<file path="config.mk">
export PLATFORM = sky130hd
export DESIGN_NAME = integer_radix_to_ascii_core
export DESIGN_NICKNAME = d
export VERILOG_FILES = /design/src/hw/rtl/irta_pkg.sv /design/src/hw/rtl/irta_front.sv /design/src/hw/rtl/irta_queue.sv /design/src/hw/rtl/irta_back.sv /design/src/hw/rtl/integer_radix_to_ascii_core.sv
export SDC_FILE = /design/constraint.sdc
export NUM_CORES = 2
export LEC_CHECK = 0
export ABC_AREA = 0
export ABC_CLOCK_PERIOD_IN_PS = 9700
export BUFFER_PORTS_ARGS = -buffer_cell sky130_fd_sc_hd__buf_2
export CELL_PAD_IN_SITES_DETAIL_PLACEMENT = 0
export CELL_PAD_IN_SITES_GLOBAL_PLACEMENT = 1
export CORE_AREA = 2 2 276 278
export CTS_CLUSTER_DIAMETER = 60
export DETAILED_ROUTE_END_ITERATION = 12
export DIE_AREA = 0 0 278 280
export PLACE_DENSITY_LB_ADDON = 0.1
export RECOVER_POWER = 100
export SYNTH_ARGS = -nofsm -noshare
export SYNTH_HDL_FRONTEND = slang
export SYNTH_SLANG_ARGS = --single-unit
</file>
<file path="constraint.sdc">
create_clock -name clk -period 9.7 [get_ports clk]
set_input_delay 1.455 -clock clk [delete_from_list [all_inputs] [get_ports clk]]
set_output_delay 1.455 -clock clk [all_outputs]
set_load 0.01 [all_outputs]
</file>
<file path="src/hw/rtl/irta_pkg.sv">
// ----------------------------------------------------------------------------
// irta_pkg
// Shared types, character codes and helpers for the integer to ASCII printer.
// ----------------------------------------------------------------------------
package irta_pkg;

  localparam int VALUE_WIDTH = 32;
  localparam int PTR_W       = $clog2(VALUE_WIDTH);
  localparam int QUEUE_DEPTH = 2;
  localparam int QPTR_W      = $clog2(QUEUE_DEPTH);
  localparam int QCNT_W      = $clog2(QUEUE_DEPTH + 1);

  // reciprocal of ten, exact quotient for any 32-bit dividend after >> 35
  localparam logic [31:0] RECIP_10    = 32'hCCCC_CCCD;
  localparam int          RECIP_SHIFT = 35;

  localparam logic [7:0] CHAR_ZERO  = 8'h30;
  localparam logic [7:0] CHAR_X     = 8'h78;
  localparam logic [7:0] CHAR_A     = 8'h41;
  localparam logic [7:0] CHAR_MINUS = 8'h2D;

  typedef enum logic [1:0] {
    RADIX_BIN = 2'd0,
    RADIX_OCT = 2'd1,
    RADIX_DEC = 2'd2,
    RADIX_HEX = 2'd3
  } radix_t;

  typedef enum logic [2:0] {
    ST_IDLE,
    ST_CONV,
    ST_MUL,
    ST_DIV,
    ST_SIGN,
    ST_PFX0,
    ST_PFXX,
    ST_DIG
  } back_state_t;

  // one classified number on its way from front to back
  typedef struct packed {
    logic [VALUE_WIDTH-1:0] mag;
    logic                   neg;
    radix_t                 base;
  } irta_item_t;

  function automatic logic [7:0] digit_char(input logic [3:0] d);
    logic [7:0] c;
    if (d < 4'd10) begin
      c = CHAR_ZERO + {4'd0, d};
    end else begin
      c = CHAR_A + {4'd0, d} - 8'd10;
    end
    return c;
  endfunction

endpackage

</file>
<file path="src/hw/rtl/irta_front.sv">
// ----------------------------------------------------------------------------
// irta_front
// Holds the radix register, picks the base and sign of each request and
// forms the magnitude that the back end converts.
// ----------------------------------------------------------------------------
module irta_front import irta_pkg::*; (
  input  logic        clk,
  input  logic        rst,
  input  logic        cfg_wr_en,
  input  logic [1:0]  cfg_wr_data,
  input  logic        s_axis_tvalid,
  output logic        s_axis_tready,
  input  logic [31:0] s_axis_tdata,  // value_bits
  input  logic [1:0]  s_axis_tuser,  // is_signed, force_hex
  output logic        push_valid,
  input  logic        push_ready,
  output irta_item_t  push_item
);

  radix_t                 radix;
  logic [VALUE_WIDTH-1:0] value;
  logic                   neg;

  always_ff @(posedge clk) begin
    if (rst) begin
      radix <= RADIX_DEC;
    end else if (cfg_wr_en) begin
      radix <= radix_t'(cfg_wr_data);
    end
  end

  assign value = s_axis_tdata[VALUE_WIDTH-1:0];
  assign neg   = s_axis_tuser[0] & value[VALUE_WIDTH-1];

  // the most negative value comes out right as an unsigned magnitude
  always_comb begin
    push_item.neg  = neg;
    push_item.mag  = neg ? (~value + 1'b1) : value;
    push_item.base = s_axis_tuser[1] ? RADIX_HEX : radix;
  end

  assign push_valid    = s_axis_tvalid;
  assign s_axis_tready = push_ready;

endmodule

</file>
<file path="src/hw/rtl/irta_queue.sv">
// ----------------------------------------------------------------------------
// irta_queue
// Short first-in first-out queue of classified requests between the front
// and back ends.
// ----------------------------------------------------------------------------
module irta_queue import irta_pkg::*; (
  input  logic       clk,
  input  logic       rst,
  input  logic       push_valid,
  output logic       push_ready,
  input  irta_item_t push_item,
  output logic       pop_valid,
  input  logic       pop_ready,
  output irta_item_t pop_item
);

  irta_item_t        entries [QUEUE_DEPTH];
  logic [QPTR_W-1:0] wr_ptr;
  logic [QPTR_W-1:0] rd_ptr;
  logic [QCNT_W-1:0] count;
  logic              do_push;
  logic              do_pop;

  assign push_ready = (count != QCNT_W'(QUEUE_DEPTH));
  assign pop_valid  = (count != '0);
  assign pop_item   = entries[rd_ptr];
  assign do_push    = push_valid & push_ready;
  assign do_pop     = pop_valid & pop_ready;

  always_ff @(posedge clk) begin
    if (do_push) begin
      entries[wr_ptr] <= push_item;
    end
  end

  always_ff @(posedge clk) begin
    if (rst) begin
      wr_ptr <= '0;
      rd_ptr <= '0;
      count  <= '0;
    end else begin
      if (do_push) begin
        wr_ptr <= (wr_ptr == QPTR_W'(QUEUE_DEPTH - 1)) ? '0 : wr_ptr + 1'b1;
      end
      if (do_pop) begin
        rd_ptr <= (rd_ptr == QPTR_W'(QUEUE_DEPTH - 1)) ? '0 : rd_ptr + 1'b1;
      end
      if (do_push && !do_pop) begin
        count <= count + 1'b1;
      end else if (do_pop && !do_push) begin
        count <= count - 1'b1;
      end
    end
  end

endmodule

</file>
<file path="src/hw/rtl/irta_back.sv">
// ----------------------------------------------------------------------------
// irta_back
// Splits a magnitude into digits, least significant first, into a digit
// buffer, then sends sign, prefix and digits out most significant first.
// ----------------------------------------------------------------------------
module irta_back import irta_pkg::*; (
  input  logic       clk,
  input  logic       rst,
  input  logic       pop_valid,
  output logic       pop_ready,
  input  irta_item_t pop_item,
  output logic       m_axis_tvalid,
  input  logic       m_axis_tready,
  output logic [7:0] m_axis_tdata,  // ascii_char
  output logic       m_axis_tlast   // last_char
);

  back_state_t            state;
  back_state_t            state_next;
  logic [VALUE_WIDTH-1:0] mag;
  logic                   neg;
  radix_t                 base;
  logic [PTR_W-1:0]       ptr;
  logic [3:0]             digits [VALUE_WIDTH];
  logic [63:0]            prod;

  logic                   out_free;
  logic                   has_pfx;
  back_state_t            first_out;
  logic [VALUE_WIDTH-1:0] mag_shift;
  logic [3:0]             pow2_digit;
  logic [28:0]            quot;
  logic [VALUE_WIDTH-1:0] rem_full;
  logic                   dig_we;
  logic [3:0]             dig_wdata;
  logic                   dig_more;
  logic [VALUE_WIDTH-1:0] mag_new;
  logic                   emit;
  logic [7:0]             emit_char;
  logic                   emit_last;

  assign out_free = !m_axis_tvalid || m_axis_tready;
  assign has_pfx  = (base == RADIX_OCT) || (base == RADIX_HEX);

  always_comb begin
    if (neg) begin
      first_out = ST_SIGN;
    end else if (has_pfx) begin
      first_out = ST_PFX0;
    end else begin
      first_out = ST_DIG;
    end
  end

  // power-of-two bases peel bits off the bottom
  always_comb begin
    unique case (base)
      RADIX_BIN: begin
        mag_shift  = mag >> 1;
        pow2_digit = {3'd0, mag[0]};
      end
      RADIX_OCT: begin
        mag_shift  = mag >> 3;
        pow2_digit = {1'b0, mag[2:0]};
      end
      RADIX_HEX: begin
        mag_shift  = mag >> 4;
        pow2_digit = mag[3:0];
      end
      default: begin
        mag_shift  = '0;
        pow2_digit = '0;
      end
    endcase
  end

  // decimal: quotient from the registered product, remainder by shift-add
  assign quot     = prod[63:RECIP_SHIFT];
  assign rem_full = mag - ({quot, 3'd0} + {2'd0, quot, 1'd0});

  always_comb begin
    state_next = state;
    unique case (state)
      ST_IDLE: begin
        if (pop_valid) begin
          state_next = (pop_item.base == RADIX_DEC) ? ST_MUL : ST_CONV;
        end
      end
      ST_CONV: begin
        if (mag_shift == '0) begin
          state_next = first_out;
        end
      end
      ST_MUL: state_next = ST_DIV;
      ST_DIV: begin
        state_next = (quot == '0) ? first_out : ST_MUL;
      end
      ST_SIGN: begin
        if (out_free) begin
          state_next = has_pfx ? ST_PFX0 : ST_DIG;
        end
      end
      ST_PFX0: begin
        if (out_free) begin
          state_next = (base == RADIX_HEX) ? ST_PFXX : ST_DIG;
        end
      end
      ST_PFXX: begin
        if (out_free) begin
          state_next = ST_DIG;
        end
      end
      ST_DIG: begin
        if (out_free && ptr == '0) begin
          state_next = ST_IDLE;
        end
      end
      default: state_next = ST_IDLE;
    endcase
  end

  always_comb begin
    pop_ready = 1'b0;
    dig_we    = 1'b0;
    dig_wdata = '0;
    dig_more  = 1'b0;
    mag_new   = mag;
    emit      = 1'b0;
    emit_char = CHAR_ZERO;
    emit_last = 1'b0;
    unique case (state)
      ST_IDLE: pop_ready = 1'b1;
      ST_CONV: begin
        dig_we    = 1'b1;
        dig_wdata = pow2_digit;
        dig_more  = (mag_shift != '0);
        mag_new   = mag_shift;
      end
      ST_MUL: ;
      ST_DIV: begin
        dig_we    = 1'b1;
        dig_wdata = rem_full[3:0];
        dig_more  = (quot != '0);
        mag_new   = {3'd0, quot};
      end
      ST_SIGN: begin
        emit      = out_free;
        emit_char = CHAR_MINUS;
      end
      ST_PFX0: begin
        emit      = out_free;
        emit_char = CHAR_ZERO;
      end
      ST_PFXX: begin
        emit      = out_free;
        emit_char = CHAR_X;
      end
      ST_DIG: begin
        emit      = out_free;
        emit_char = digit_char(digits[ptr]);
        emit_last = (ptr == '0);
      end
      default: ;
    endcase
  end

  always_ff @(posedge clk) begin
    if (rst) begin
      state <= ST_IDLE;
    end else begin
      state <= state_next;
    end
  end

  always_ff @(posedge clk) begin
    if (pop_valid && pop_ready) begin
      mag  <= pop_item.mag;
      neg  <= pop_item.neg;
      base <= pop_item.base;
      ptr  <= '0;
    end else begin
      mag <= mag_new;
      if (dig_we && dig_more) begin
        ptr <= ptr + 1'b1;
      end else if (emit && state == ST_DIG && ptr != '0) begin
        ptr <= ptr - 1'b1;
      end
    end
    if (state == ST_MUL) begin
      prod <= mag * RECIP_10;
    end
    if (dig_we) begin
      digits[ptr] <= dig_wdata;
    end
  end

  always_ff @(posedge clk) begin
    if (rst) begin
      m_axis_tvalid <= 1'b0;
    end else if (emit) begin
      m_axis_tvalid <= 1'b1;
    end else if (m_axis_tready) begin
      m_axis_tvalid <= 1'b0;
    end
  end

  always_ff @(posedge clk) begin
    if (emit) begin
      m_axis_tdata <= emit_char;
      m_axis_tlast <= emit_last;
    end
  end

  a_rem_in_range: assert property (@(posedge clk) disable iff (rst)
    state == ST_DIV |-> rem_full < VALUE_WIDTH'(10))
    else $error("decimal remainder out of range");

  a_last_ends_run: assert property (@(posedge clk) disable iff (rst)
    emit && emit_last |=> state == ST_IDLE)
    else $error("run did not end after its last character");

  a_dec_not_shifted: assert property (@(posedge clk) disable iff (rst)
    state == ST_CONV |-> base != RADIX_DEC)
    else $error("decimal number on the shift path");

  a_pop_only_idle: assert property (@(posedge clk) disable iff (rst)
    state != ST_IDLE |=> $stable(neg) && $stable(base))
    else $error("number changed during conversion");

endmodule

</file>
<file path="src/hw/rtl/integer_radix_to_ascii_core.sv">
// ----------------------------------------------------------------------------
// integer_radix_to_ascii_core
// Prints 32-bit integers as ASCII text in binary, octal, decimal or hex.
// ----------------------------------------------------------------------------
//  channel   direction  signals                      contents
//  s_axis    in         tvalid tready tdata tuser    tdata value_bits,
//                                                    tuser {force_hex, is_signed}
//  m_axis    out        tvalid tready tdata tlast    tdata ascii_char,
//                                                    tlast last_char
//  cfg       in         cfg_wr_en cfg_wr_data        radix_select
//
//  one number at a time in the converter: it is loaded, then its digits are
//  peeled off by shifts for binary, octal and hex, or by a multiply by the
//  reciprocal and then a remainder step for decimal, then its characters are sent
//  the front queue holds two more numbers while a conversion runs
//  rst is synchronous, active high; radix_select resets to decimal
//  a stalled output holds the character and pauses the sequencer only
// ----------------------------------------------------------------------------
module integer_radix_to_ascii_core import irta_pkg::*; (
  input  logic        clk,
  input  logic        rst,
  input  logic        cfg_wr_en,
  input  logic [1:0]  cfg_wr_data,
  input  logic        s_axis_tvalid,
  output logic        s_axis_tready,
  input  logic [31:0] s_axis_tdata,  // value_bits
  input  logic [1:0]  s_axis_tuser,  // is_signed, force_hex
  output logic        m_axis_tvalid,
  input  logic        m_axis_tready,
  output logic [7:0]  m_axis_tdata,  // ascii_char
  output logic        m_axis_tlast   // last_char
);

  logic       push_valid;
  logic       push_ready;
  irta_item_t push_item;
  logic       pop_valid;
  logic       pop_ready;
  irta_item_t pop_item;

  irta_front u_front (
    .clk          (clk),
    .rst          (rst),
    .cfg_wr_en    (cfg_wr_en),
    .cfg_wr_data  (cfg_wr_data),
    .s_axis_tvalid(s_axis_tvalid),
    .s_axis_tready(s_axis_tready),
    .s_axis_tdata (s_axis_tdata),
    .s_axis_tuser (s_axis_tuser),
    .push_valid   (push_valid),
    .push_ready   (push_ready),
    .push_item    (push_item)
  );

  irta_queue u_queue (
    .clk       (clk),
    .rst       (rst),
    .push_valid(push_valid),
    .push_ready(push_ready),
    .push_item (push_item),
    .pop_valid (pop_valid),
    .pop_ready (pop_ready),
    .pop_item  (pop_item)
  );

  irta_back u_back (
    .clk          (clk),
    .rst          (rst),
    .pop_valid    (pop_valid),
    .pop_ready    (pop_ready),
    .pop_item     (pop_item),
    .m_axis_tvalid(m_axis_tvalid),
    .m_axis_tready(m_axis_tready),
    .m_axis_tdata (m_axis_tdata),
    .m_axis_tlast (m_axis_tlast)
  );

endmodule

</file>
==> impl_metrics.tcl <==
set metrics [dict create \
    status "finished with violations" \
    failed_checks "capacitance limit, slew limit" \
    wl_mm 91.0 \
    ctsHoldBuffers 0 \
    io_buffers 50 \
    clk_pin_slew_ns 0.06 \
    dp_hpwl_mm 75.9 \
    slew_viol_final 403 \
    syn2layout_area_growth_pct 8.11 \
    final_nets 3402 \
    yosysWarnings 0 \
    final_cell_mix "inv_1, fa_1, ha_1" \
    drt_pass1_iterations 5 \
    startpoint_type "register" \
    rows 101 \
    ys_seq_area_frac 0.287 \
    hold_viol 0 \
    synth_nets 3370 \
    worst_pin_slew_ns 3.77 \
    yosysUniqueCellTypes 73 \
    cap_violations 13 \
    ctsResizeCount 0 \
    setup_viol 0 \
    synth_edf_count 270 \
    grt-ovfl-total 0 \
    ioPinCount 52 \
    cts.sinks 291 \
    grt_pass1_vias 20780 \
    clock.fmax_mhz 119 \
    synth.avg_cell_area_um2 11.5 \
    crit_fanout 11 \
    vias_per_cell 5.30 \
    syn_inst 2589 \
    grt_first_pass_wirelength_mm 137 \
    cts_tree "done" \
    skew_ns 0.0435 \
    insertion_delay_ns 0.57 \
    clockRootBuffer "clkbuf_16" \
    synth.cell_area_um2 29800 \
    drc 0 \
    worst-setup-path-type "register to register" \
    htreeDepth 2 \
    drtIter0Drc 1151 \
    start_util 0.396 \
    wire_per_inst_um 25.1 \
    ant_nets 0 \
    cts_buffer_depth 3 \
    ys.flop_type "edfxtp_1" \
    final_cells 3627 \
    drive_above_1_share 0.0646 \
    die_w_um 278 \
    fin_setup_tns_ns 0 \
    relSlewSlack -1.54 \
    final_common_cell "inv_1" \
    grt_antenna_before_repair 1 \
    gp_congestion 0.935 \
    async_flop_share 0 \
    num_vias 19223 \
    numCtsBuffers 36 \
    finalCritPeriodShare 0.866 \
    die_y_um 280 \
    min_path_type "register to register" \
    cp_data_required_time_ns 10.00 \
    fp.coreArea_um2 75200 \
    grt_setup_unrepaired "no" \
    crit_arrival_ns 8.71 \
    track_usage 0.241 \
    dieArea_um2 77800 \
    finalCriticalPeriod_ns 8.40 \
    dpl.cell_count 3561 \
    grt_max_degree 55 \
    critPathCaptureType "register" \
    ys_ff_latch 291 \
    cts_setup_buffers 0 \
]
[flip-flops by register name, indices dropped and copies added (netlist names), 3 cells and up, named ones only]
register	count
u_back.digits	128
u_back.m_axis_tdata	7
u_back.mag	32
u_back.prod	29
u_back.ptr	5
u_back.state	3
u_queue.entries	70
[Yosys cell counts, types with 9 or more instances]
| library cell | number | area share |
|---|---|---|
| mux2i_1 | 40 | 0.013 |
| nand2_1 | 104 | 0.013 |
| nor3_1 | 18 | 0.0030 |
| nand3_1 | 27 | 0.0045 |
| ha_1 | 353 | 0.15 |
| clkbuf_1 | 53 | 0.0067 |
| nor2b_1 | 13 | 0.0027 |
| o211ai_1 | 34 | 0.0086 |
| mux2_1 | 12 | 0.0045 |
| a22oi_1 | 26 | 0.0066 |
| buf_1 | 9 | 0.0011 |
| a31oi_1 | 12 | 0.0025 |
| xnor2_1 | 57 | 0.017 |
| a21oi_1 | 80 | 0.013 |
| o21ai_0 | 70 | 0.012 |
| xor2_1 | 62 | 0.018 |
| inv_1 | 540 | 0.068 |
| nor2_1 | 109 | 0.014 |
| and2_1 | 15 | 0.0032 |
| and3_1 | 10 | 0.0021 |
| dfxtp_1 | 21 | 0.014 |
| mux4_2 | 40 | 0.030 |
| a21o_1 | 42 | 0.011 |
| nor4_1 | 15 | 0.0032 |
| nand4_1 | 22 | 0.0046 |
| fa_1 | 387 | 0.26 |
| edfxtp_1 | 270 | 0.27 |
| o21a_1 | 10 | 0.0025 |
| mux2_2 | 21 | 0.0079 |
[final cells by class]
type,instances,area (um2)
sequential,291,8530
fill,7157,43000
clock buffer,41,920
inverter,541,2030
timing repair buffer,64,304
multi-input combinational,1687,18900
clock inverter,24,278
antenna,1,2.50
tap,978,1220
[cell families after synthesis]
family | count (synthesis) | share of synthesized area
adders and majority gates | 740 | 0.409
and+or+nand+nor | 370 | 0.0596
DFF | 291 | 0.287
buffers and inverters | 611 | 0.0780
AOI/OAI and AO/OA | 342 | 0.0747
xor gates and xnor gates | 119 | 0.0350
other | 1 | 0.000126
muxes | 115 | 0.0574
[through the flow]
stage,cell area [um2],hold WS (ns),worst slack [ns],utilization
2_1_floorplan,29800,0.452,2.61,-
3_3_place_gp,31100,0.473,1.32,0.414
3_5_place_dp,31100,0.483,1.31,0.414
4_1_cts,32300,0.500,1.23,0.430
5_1_grt,32200,0.519,0.871,0.428
6_report,32200,0.499,1.30,0.428
[worst max-delay path, cell delays in order (launching register included)]
cell and delay (ns):
edfxtp_1 0.89, ha_1 0.58, xor2_1 0.22, ha_1 0.31, or2_2 0.35, fa_1 0.53
fa_1 0.47, fa_1 0.57, fa_1 0.44, fa_1 0.50, inv_1 0.05, fa_1 0.48
inv_1 0.04, ha_1 0.33, nand4_1 0.15, nor3_1 0.38, nand3_1 0.14, a31oi_1 0.26
a211o_1 0.31, a21oi_1 0.26, o21ai_0 0.49, a31oi_1 0.18, xnor2_1 0.16
[final timing paths]
path | slack (ns) | start | endpoint | cells past startpoint
worst max-delay path | 1.30 | u_back.mag[0]$_DFFE_PP_ | u_back.prod[58]$_DFFE_PP_ | 22
worst min-delay path | 0.50 | u_front.radix[0]$_SDFFE_PP0P_ | u_front.radix[0]$_SDFFE_PP0P_ | 2
worst max register to register | 1.30 | u_back.mag[0]$_DFFE_PP_ | u_back.prod[58]$_DFFE_PP_ | 22
worst min register to register | 0.50 | u_front.radix[0]$_SDFFE_PP0P_ | u_front.radix[0]$_SDFFE_PP0P_ | 2
[per-layer routing]
layer  wire [um]  up-vias  track usage
li1            -     8759            -
met1       42000     9873        0.339
met2       41400      480        0.383
met3        5290      111       0.0469
met4        2320        0       0.0602
met5           0        -            0
Power is not shown: default switching activity piles up to over one toggle a cycle in this logic, so the estimate is an artifact.
